==> config.mk <==
export PLATFORM = sky130hd
export DESIGN_NAME = rc_serial_frame_decoder_unit
export DESIGN_NICKNAME = d
export VERILOG_FILES = /design/src/design/rcfd_pkg.sv /design/src/design/rcfd_frame_store.sv /design/src/design/rcfd_unpack.sv /design/src/design/rc_serial_frame_decoder_unit.sv
export SDC_FILE = /design/constraint.sdc
export NUM_CORES = 1
export LEC_CHECK = 0
export BUFFER_PORTS_ARGS = -buffer_cell sky130_fd_sc_hd__buf_2
export CORE_MARGIN = 2
export CORE_UTILIZATION = 55
export CTS_CLUSTER_DIAMETER = 150
export DETAILED_ROUTE_END_ITERATION = 10
export PLACE_DENSITY = 0.74
export SLEW_MARGIN = 20
export SYNTH_ARGS = -nofsm -noshare
export SYNTH_HDL_FRONTEND = slang
export SYNTH_HIERARCHICAL = 1
export SYNTH_SLANG_ARGS = --single-unit
==> constraint.sdc <==
create_clock -name clk_i -period 7.1 [get_ports clk_i]
set_input_delay 0.71 -clock clk_i [delete_from_list [all_inputs] [get_ports clk_i]]
set_output_delay 0.71 -clock clk_i [all_outputs]
set_load 0.005 [all_outputs]
==> src/design/rcfd_pkg.sv <==
`default_nettype none
package rcfd_pkg;

  localparam int unsigned MaxChannels = 16;

  localparam logic [1:0] ModeCrsf = 2'd0;
  localparam logic [1:0] ModeSbus = 2'd1;
  localparam logic [1:0] ModeIbus = 2'd2;

  localparam logic [7:0] CrsfSyncA   = 8'hC8;
  localparam logic [7:0] CrsfSyncB   = 8'hEE;
  localparam logic [7:0] CrsfSyncC   = 8'hEC;
  localparam logic [7:0] CrsfTypeRc  = 8'h16;
  localparam logic [7:0] CrsfPoly    = 8'hD5;
  localparam logic [7:0] SbusHeader  = 8'h0F;
  localparam logic [7:0] IbusHeadA   = 8'h20;
  localparam logic [7:0] IbusHeadB   = 8'h40;

  typedef struct packed {
    logic       ibus;
    logic       failsafe;
    logic [4:0] base;
  } unpack_cmd_t;

  function automatic logic [7:0] crc8_step(logic [7:0] crc_in, logic [7:0] data);
    logic [7:0] c;
    c = crc_in ^ data;
    for (int k = 0; k < 8; k++) begin
      c = c[7] ? ((c << 1) ^ CrsfPoly) : (c << 1);
    end
    return c;
  endfunction

  // 1500 + trunc((raw - 992) * 5 / 8), clamped to 880..2120
  function automatic logic [15:0] raw_to_us(logic [10:0] raw);
    logic signed [15:0] d;
    logic signed [15:0] m;
    logic signed [15:0] q;
    logic signed [15:0] us;
    d = $signed({5'd0, raw}) - 16'sd992;
    m = d * 16'sd5;
    q = (m < 0) ? ((m + 16'sd7) >>> 3) : (m >>> 3);
    us = q + 16'sd1500;
    if (us < 16'sd880) us = 16'sd880;
    if (us > 16'sd2120) us = 16'sd2120;
    return 16'(us);
  endfunction

endpackage
`default_nettype wire

==> src/design/rcfd_frame_store.sv <==
`default_nettype none
module rcfd_frame_store #(
  parameter int unsigned FrameBytes = 64,
  parameter int unsigned AddrW = 6
) (
  input  wire logic             clk_i,
  input  wire logic             rst_ni,
  input  wire logic             we_i,
  input  wire logic [AddrW-1:0] waddr_i,
  input  wire logic [7:0]       wdata_i,
  input  wire logic [AddrW-1:0] raddr_i,
  output logic      [7:0]       rdata_o
);

  logic [7:0]            mem [FrameBytes];
  logic [FrameBytes-1:0] valid_q;
  logic [7:0]            rdata_q;
  logic                  rvalid_q;

  always_ff @(posedge clk_i) begin
    if (we_i) begin
      mem[waddr_i] <= wdata_i;
    end
    rdata_q <= mem[raddr_i];
  end

  // entries never written read as zero
  always_ff @(posedge clk_i or negedge rst_ni) begin
    if (!rst_ni) begin
      valid_q  <= '0;
      rvalid_q <= 1'b0;
    end else begin
      if (we_i) valid_q[waddr_i] <= 1'b1;
      rvalid_q <= valid_q[raddr_i];
    end
  end

  assign rdata_o = rvalid_q ? rdata_q : 8'd0;

endmodule
`default_nettype wire

==> src/design/rcfd_unpack.sv <==
`default_nettype none
module rcfd_unpack (
  input  wire logic                 clk_i,
  input  wire logic                 rst_ni,
  input  wire logic                 start_i,
  input  wire rcfd_pkg::unpack_cmd_t cmd_i,
  output logic [4:0]                rd_addr_o,
  input  wire logic [7:0]           rd_data_i,
  output logic                      busy_o,
  output logic                      out_valid_o,
  input  wire logic                 out_stall_i,
  output logic [3:0]                chan_index_o,
  output logic [15:0]               chan_us_o,
  output logic [4:0]                chan_count_o,
  output logic                      failsafe_flag_o,
  output logic                      last_channel_o
);
  import rcfd_pkg::*;

  typedef enum logic [1:0] {StIdle, StFetch, StLoad, StEmit} state_e;

  state_e      state_q;
  unpack_cmd_t cmd_q;
  logic [4:0]  addr_q;
  logic [23:0] acc_q;
  logic [4:0]  have_q;
  logic [3:0]  ch_q;
  logic [4:0]  need;
  logic [4:0]  have_after;
  logic [4:0]  have_load;
  logic [3:0]  last_ch;
  logic        out_free;

  assign need       = cmd_q.ibus ? 5'd16 : 5'd11;
  assign last_ch    = cmd_q.ibus ? 4'd13 : 4'd15;
  assign have_after = have_q - need;
  assign have_load  = have_q + 5'd8;
  assign out_free   = !out_valid_o || !out_stall_i;
  assign rd_addr_o  = addr_q;
  assign busy_o     = (state_q != StIdle);

  always_ff @(posedge clk_i or negedge rst_ni) begin
    if (!rst_ni) begin
      state_q         <= StIdle;
      cmd_q           <= '0;
      addr_q          <= '0;
      acc_q           <= '0;
      have_q          <= '0;
      ch_q            <= '0;
      out_valid_o     <= 1'b0;
      chan_index_o    <= '0;
      chan_us_o       <= '0;
      chan_count_o    <= '0;
      failsafe_flag_o <= 1'b0;
      last_channel_o  <= 1'b0;
    end else begin
      // in the emit state the output register is either reloaded or held
      if (out_valid_o && !out_stall_i && (state_q != StEmit)) out_valid_o <= 1'b0;
      unique case (state_q)
        StIdle: begin
          if (start_i) begin
            cmd_q   <= cmd_i;
            addr_q  <= cmd_i.base;
            acc_q   <= '0;
            have_q  <= '0;
            ch_q    <= '0;
            state_q <= StFetch;
          end
        end
        StFetch: state_q <= StLoad;
        StLoad: begin
          acc_q   <= acc_q | (24'(rd_data_i) << have_q);
          have_q  <= have_load;
          addr_q  <= addr_q + 5'd1;
          state_q <= (have_load >= need) ? StEmit : StFetch;
        end
        StEmit: begin
          if (out_free) begin
            out_valid_o     <= 1'b1;
            chan_index_o    <= ch_q;
            chan_us_o       <= cmd_q.ibus ? acc_q[15:0] : raw_to_us(acc_q[10:0]);
            chan_count_o    <= cmd_q.ibus ? 5'd14 : 5'd16;
            failsafe_flag_o <= cmd_q.failsafe;
            last_channel_o  <= (ch_q == last_ch);
            acc_q           <= acc_q >> need;
            have_q          <= have_after;
            ch_q            <= ch_q + 4'd1;
            if (ch_q == last_ch) state_q <= StIdle;
            else if (have_after < need) state_q <= StFetch;
            else state_q <= StEmit;
          end
        end
        default: state_q <= StIdle;
      endcase
    end
  end

endmodule
`default_nettype wire

==> src/design/rc_serial_frame_decoder_unit.sv <==
`default_nettype none
// channel   | handshake            | payload
// config    | cfg_we_i             | cfg_wdata_i (protocol_mode)
// input     | in_valid_i/in_stall_o| rx_byte_i
// output    | out_valid_o/out_stall_i | chan_index_o chan_us_o chan_count_o
//           |                      |   failsafe_flag_o last_channel_o
// a byte takes one cycle unless the input is stalled; crc and checksum are kept running
// as bytes arrive. a valid frame then unpacks from the frame memory channel by channel
// (one read port, each byte read passes a fetch and a load state); input is stalled
// meanwhile. output stall holds the unpacker.
// frame memory and parser state clear at reset; a config write clears the parser position
module rc_serial_frame_decoder_unit #(
  parameter int unsigned FRAME_BYTES = 64
) (
  input  wire logic        clk_i,
  input  wire logic        rst_ni,
  input  wire logic        cfg_we_i,
  input  wire logic [1:0]  cfg_wdata_i,
  input  wire logic        in_valid_i,
  output logic             in_stall_o,
  input  wire logic [7:0]  rx_byte_i,
  output logic             out_valid_o,
  input  wire logic        out_stall_i,
  output logic [3:0]       chan_index_o,
  output logic [15:0]      chan_us_o,
  output logic [4:0]       chan_count_o,
  output logic             failsafe_flag_o,
  output logic             last_channel_o
);
  import rcfd_pkg::*;

  localparam int unsigned AddrW = $clog2(FRAME_BYTES);
  localparam logic [6:0] FrameLimit = 7'(FRAME_BYTES);

  logic [1:0]  mode_q;
  logic [6:0]  pos_q, pos_d;
  logic [5:0]  len_q, len_d;
  logic [7:0]  crc_q, crc_d;
  logic [15:0] sum_q, sum_d;
  logic [7:0]  type_q, type_d;
  logic        fs_q, fs_d;
  logic [7:0]  lo_q, lo_d;
  logic        we;
  logic        start;
  unpack_cmd_t cmd;
  logic        busy;
  logic [4:0]  rd_addr;
  logic [7:0]  rd_data;
  logic        accept;
  logic [6:0]  total;
  logic [7:0]  b;

  assign in_stall_o = busy;
  assign accept     = in_valid_i && !busy;
  assign b          = rx_byte_i;
  assign total      = 7'd2 + {1'b0, len_q};

  always_comb begin
    pos_d  = pos_q;
    len_d  = len_q;
    crc_d  = crc_q;
    sum_d  = sum_q;
    type_d = type_q;
    fs_d   = fs_q;
    lo_d   = lo_q;
    we     = 1'b0;
    start  = 1'b0;
    cmd    = '0;
    if (accept) begin
      unique case (mode_q)
        ModeCrsf: begin
          cmd.base = 5'd3;
          if (pos_q == 7'd0) begin
            if (b == CrsfSyncA || b == CrsfSyncB || b == CrsfSyncC) begin
              we = 1'b1; pos_d = 7'd1;
            end
          end else if (pos_q == 7'd1) begin
            if (b < 8'd2 || b > 8'd62) begin
              pos_d = 7'd0;
            end else begin
              len_d = b[5:0]; we = 1'b1; pos_d = 7'd2; crc_d = 8'd0;
            end
          end else if (pos_q >= total || total > FrameLimit) begin
            pos_d = 7'd0;
          end else begin
            we    = 1'b1;
            pos_d = pos_q + 7'd1;
            if (pos_q == 7'd2) type_d = b;
            if (pos_q + 7'd1 != total) begin
              crc_d = crc8_step(crc_q, b);
            end else begin
              pos_d = 7'd0;
              start = (crc_q == b) && (type_q == CrsfTypeRc);
            end
          end
        end
        ModeSbus: begin
          cmd.base     = 5'd1;
          cmd.failsafe = fs_q;
          if (pos_q == 7'd0) begin
            if (b == SbusHeader) begin
              we = 1'b1; pos_d = 7'd1;
            end
          end else if (pos_q >= 7'd25) begin
            pos_d = 7'd0;
          end else begin
            we    = 1'b1;
            pos_d = pos_q + 7'd1;
            if (pos_q == 7'd23) fs_d = b[3];
            if (pos_q == 7'd24) begin
              pos_d = 7'd0;
              start = (b == 8'h00) || (b == 8'h04) || (b == 8'h14) || (b == 8'h24)
                   || (b == 8'h34) || (b == 8'h08);
            end
          end
        end
        ModeIbus: begin
          cmd.base = 5'd2;
          cmd.ibus = 1'b1;
          if (pos_q == 7'd0) begin
            if (b == IbusHeadA) begin
              we = 1'b1; pos_d = 7'd1; sum_d = {8'd0, b};
            end
          end else if (pos_q == 7'd1) begin
            if (b == IbusHeadB) begin
              we = 1'b1; pos_d = 7'd2; sum_d = sum_q + {8'd0, b};
            end else begin
              pos_d = 7'd0;
            end
          end else if (pos_q >= 7'd32) begin
            pos_d = 7'd0;
          end else begin
            we    = 1'b1;
            pos_d = pos_q + 7'd1;
            if (pos_q < 7'd30) sum_d = sum_q + {8'd0, b};
            if (pos_q == 7'd30) lo_d = b;
            if (pos_q == 7'd31) begin
              pos_d = 7'd0;
              start = ((16'hFFFF - sum_q) == {b, lo_q});
            end
          end
        end
        default: ;
      endcase
    end
    if (we && pos_q >= FrameLimit) we = 1'b0;
    if (cfg_we_i) begin
      pos_d = 7'd0;
      len_d = 6'd0;
    end
  end

  always_ff @(posedge clk_i or negedge rst_ni) begin
    if (!rst_ni) begin
      mode_q <= ModeCrsf;
      pos_q  <= '0;
      len_q  <= '0;
      crc_q  <= '0;
      sum_q  <= '0;
      type_q <= '0;
      fs_q   <= 1'b0;
      lo_q   <= '0;
    end else begin
      if (cfg_we_i) mode_q <= cfg_wdata_i;
      pos_q  <= pos_d;
      len_q  <= len_d;
      crc_q  <= crc_d;
      sum_q  <= sum_d;
      type_q <= type_d;
      fs_q   <= fs_d;
      lo_q   <= lo_d;
    end
  end

  rcfd_frame_store #(
    .FrameBytes(FRAME_BYTES),
    .AddrW     (AddrW)
  ) u_store (
    .clk_i  (clk_i),
    .rst_ni (rst_ni),
    .we_i   (we),
    .waddr_i(pos_q[AddrW-1:0]),
    .wdata_i(b),
    .raddr_i(AddrW'(rd_addr)),
    .rdata_o(rd_data)
  );

  rcfd_unpack u_unpack (
    .clk_i          (clk_i),
    .rst_ni         (rst_ni),
    .start_i        (start),
    .cmd_i          (cmd),
    .rd_addr_o      (rd_addr),
    .rd_data_i      (rd_data),
    .busy_o         (busy),
    .out_valid_o    (out_valid_o),
    .out_stall_i    (out_stall_i),
    .chan_index_o   (chan_index_o),
    .chan_us_o      (chan_us_o),
    .chan_count_o   (chan_count_o),
    .failsafe_flag_o(failsafe_flag_o),
    .last_channel_o (last_channel_o)
  );

endmodule
`default_nettype wire

==> results.toml <==
[synth]
synthDistinctLibCells = 107
synth-main-ff-cell = "edfxtp_1"
synthTopCellsByArea = "edfxtp_1 (47%), dfrtp_1 (15%), mux4_2 (9.9%), ha_1 (2.3%), nor2_1 (2.0%)"
synthArstFlopShare_pct = 26.6
synth_seq_area_share_pct = 62.4
syn_inst = 2215
synth_area_per_cell_um2 = 14.6
synth_seq_cells = 708
ys_top_cells_by_count = "edfxtp_1 (512), dfrtp_1 (188), nor2_1 (171), mux4_2 (142), a21oi_1 (99)"
yosysMostFrequentCell = "edfxtp_1"
yosysTopAreaCell = "edfxtp_1"
netlist_area_mm2 = 0.0324
yosys_warnings = 6
yosysTopAreaCellShare_pct = 47.4
synth-edff-count = 512

[timing]
hold_violations = 0
tns_ps = 0
fin_crit_ps = 6520
rsz0062_at_grt = "no"
worst_pin_slew_ps = 1170
relSlewSlack_pct = 21.7
fin_skew_ps = 15.1
period_share_pct = 91.8
slew_violations = 0
setup_viol = 0
max_freq_mhz = 153

[cts]
htree_levels = 3
root_buffer = "clkbuf_16"
cts_hold_buf = 0
path_clk_slew_ps = 60
postCtsSetupBuffers = 0
clk-insertion-delay-late_ps = 610
cts_sinks = 708
cts_max_path_buffers = 3
ctsResizeCount = 0
numCtsBuffers = 73
cts_tree = "built"

[setup_path]
cp-start-kind = "flop"
critical-path-top-delay-family = "compound AO/OA/AOI/OAI gates"
slowest_stage = "or4_1"
critPathCapture = "u_unpack/chan_us_o[14]"
r2r_start = "u_unpack/acc_q[7]"
r2r_cells = 25
reg2reg_slack_ps = 580
crit_fanout = 13
worst-setup-path-type = "flop to flop"
slowest_delay_ps = 550
startpoint = "u_unpack/acc_q[7]"
crit_buf_inv = 0
r2r_end = "u_unpack/chan_us_o[14]"
critical_path_arrival_ps = 7030
cp-end-kind = "flop"
worstPathRequired_ps = 7600
path_common_cell = "ha_1"
worst-path-stages = 25

[global_route]
grt_use_total_pct = 25.2
gr-total-overflow = 0
antenna_found_initial = 0
grt_max_degree = 76
grt_pass1_vias = 19875
grt_first_pass_wirelength_um = 117000

[place]
dp_hpwl_um = 47600
numPortBuffers = 42
gp_congestion = 0.948

[route]
num_vias = 19759
drt-wirelength-per-cell_um = 24.5
viasPerCell = 6.45
wirelength_um = 75100
ant_nets = 0
drt_drc_violations_left = 0
dr.pass1.iters = 7
drt_iter0_drc = 2573

[die]
placementRows = 88
fp.dieH_um = 247
coreArea_mm2 = 0.0580
design.portCount = 44
die_width_um = 247
die_area_mm2 = 0.0609
start_util_pct = 55.9

[cells_and_area]
multi_input_area_mm2 = 0.0114
finish.utilization_pct = 61.5
final_nets = 2317
area_delta_synth_final_pct = 10.1
antenna_cells = 0
fill_cells = 4147
seqCellArea_mm2 = 0.0202
drive_gt1_share_pct = 20.3

[power]
internal_power_mw = 7.03
p_clk_share_pct = 44.0
peakVddDrop_uv = 248
combPwrFrac_pct = 5.7
leakage_nw = 13.3
netSwitchingFraction_pct = 21.6
switchingPower_mw = 1.93
power_density_mw_per_mm2 = 251
pwr-share-seq_pct = 50.2

[outcome]
status = "finished, final reports clean"

[worst_hold_path]
hp-class = "primary input to async pin"

[run]
drv_cap = 0
## final cells by class
| cell class | count | share of cell area, % |
|---|---|---|
| Sequential cell | 708 | 56.8 |
| Multi-Input combinational cell | 1339 | 31.9 |
| Clock buffer | 105 | 5.83 |
| Tap cell | 765 | 2.68 |
| Timing Repair Buffer | 69 | 1.19 |
| Clock inverter | 29 | 1.10 |
| Inverter | 49 | 0.516 |
## power groups by stage
stage / logic [mW] / registers [mW] / clock network, mW
final: 0.515 / 4.50 / 3.95
after global routing: 0.580 / 4.50 / 4.16
after CTS: 0.519 / 4.50 / 4.00
after detailed placement: 0.516 / 4.58 / 0
after global placement: 0.498 / 4.58 / 0
after floorplan: 0.369 / 4.58 / 0
## placed cells by master (no fill, tap or decap), types with 9 or more instances in the layout
cell type,instances
edfxtp_1,512
dfrtp_1,184
nor2_1,171
mux4_2,142
a21oi_1,99
nand2_1,97
clkbuf_16,75
o21ai_0,61
ha_1,59
or2_2,58
xnor2_1,55
o22ai_1,50
inv_1,45
mux2_2,45
buf_2,41
nand3_1,37
mux2i_1,37
xor2_1,33
buf_4,26
and3_1,25
nor3_1,22
or2_1,21
clkbuf_1,21
nand4_1,19
nor2b_1,17
and2_1,17
a31oi_1,17
nand2b_1,15
a211oi_1,14
nor4_1,13
o21ai_1,13
or3_1,11
clkbuf_8,10
clkinv_1,9
o32ai_1,9
o221ai_1,9
## metal layers
metal / vias up / track usage, % / part of all wire (%)
met4: 0 / 7.76 / 2.5
met3: 139 / 3.78 / 7.7
met5: - / 0 / 0
li1: 8617 / - / -
met2: 900 / 41.1 / 49
met1: 10103 / 35.4 / 41
## sequential cells by signal (all words and copies together) (netlist names)
register / flops
type_q: 8
sum_q: 16
u_unpack/out_valid_o: 1
fs_q: 1
u_unpack/chan_count_o: 2
u_unpack/cmd_q: 2
len_q: 6
u_unpack/have_q: 5
u_store/valid_q: 64
u_unpack/failsafe_flag_o: 1
u_unpack/rd_addr_o: 5
pos_q: 7
u_unpack/acc_q: 24
u_unpack/last_channel_o: 1
u_unpack/state_q: 2
mode_q: 2
lo_q: 8
u_unpack/chan_index_o: 4
u_store/mem: 512
u_store/rvalid_q: 1
crc_q: 8
u_unpack/ch_q: 4
u_store/rdata_q: 8
u_unpack/chan_us_o: 16
## metrics by stage
| stage | hold WS (ps) | power, mW | setup slack (ps) | cells | cell area, um2 |
|---|---|---|---|---|---|
| floorplan | 414 | 4.94 | 1130 | 2218 | 32400 |
| global placement | 441 | 5.08 | 792 | 2930 | 33200 |
| detailed placement | 446 | 5.10 | 645 | 2930 | 33200 |
| CTS | 71.2 | 9.02 | 628 | 3064 | 35700 |
| global route | 99.5 | 9.24 | 171 | 3064 | 35700 |
| finish | 75.9 | 8.96 | 579 | 3064 | 35700 |
## logic make-up (layout without fill, tap and decap cells)
family / count (synthesis) / count (layout) / share of synthesized area (%)
buf+inv: 171 / 252 / 2.47
compound gates: 385 / 385 / 8.21
xor+xnor: 92 / 92 / 2.62
mux: 226 / 226 / 12.7
other cells: 2 / 5 / 0.0232
flops: 708 / 708 / 62.4
simple gates: 569 / 569 / 9.03
fa+ha+maj: 62 / 62 / 2.46
## how the worst min path moves through the flow
| stage | to | depth (start not counted) | from |
|---|---|---|---|
| 2_1_floorplan | crc_q[0] | 0 | rst_ni |
| 3_3_place_gp | u_store/valid_q[24] | 1 | u_store/valid_q[24] |
| 3_5_place_dp | u_store/valid_q[26] | 1 | u_store/valid_q[26] |
| 4_1_cts | u_store/valid_q[2] | 1 | rst_ni |
| 5_1_grt | u_store/valid_q[3] | 1 | rst_ni |
| 6_report | u_store/valid_q[2] | 1 | rst_ni |
## worst register-to-register path, cell delays in order, from the launching register on
cell and delay (ps):
dfrtp_1 430, and2_2 230, and4_1 250, xnor2_1 140, ha_1 300, ha_1 390
a211o_1 300, a21oi_1 210, o21ai_1 180, nor2_1 340, nand2_1 110, xor2_1 160
ha_1 260, nor3_1 210, mux2i_1 160, o211a_1 210, a211o_1 250, and2_1 180
o21ai_0 80, nor2_1 60, ha_1 380, or4_1 550, a211oi_1 250, nand4_1 140
a21o_4 310, o41ai_2 330
No activity file was read; power rests on OpenSTA's default activity.
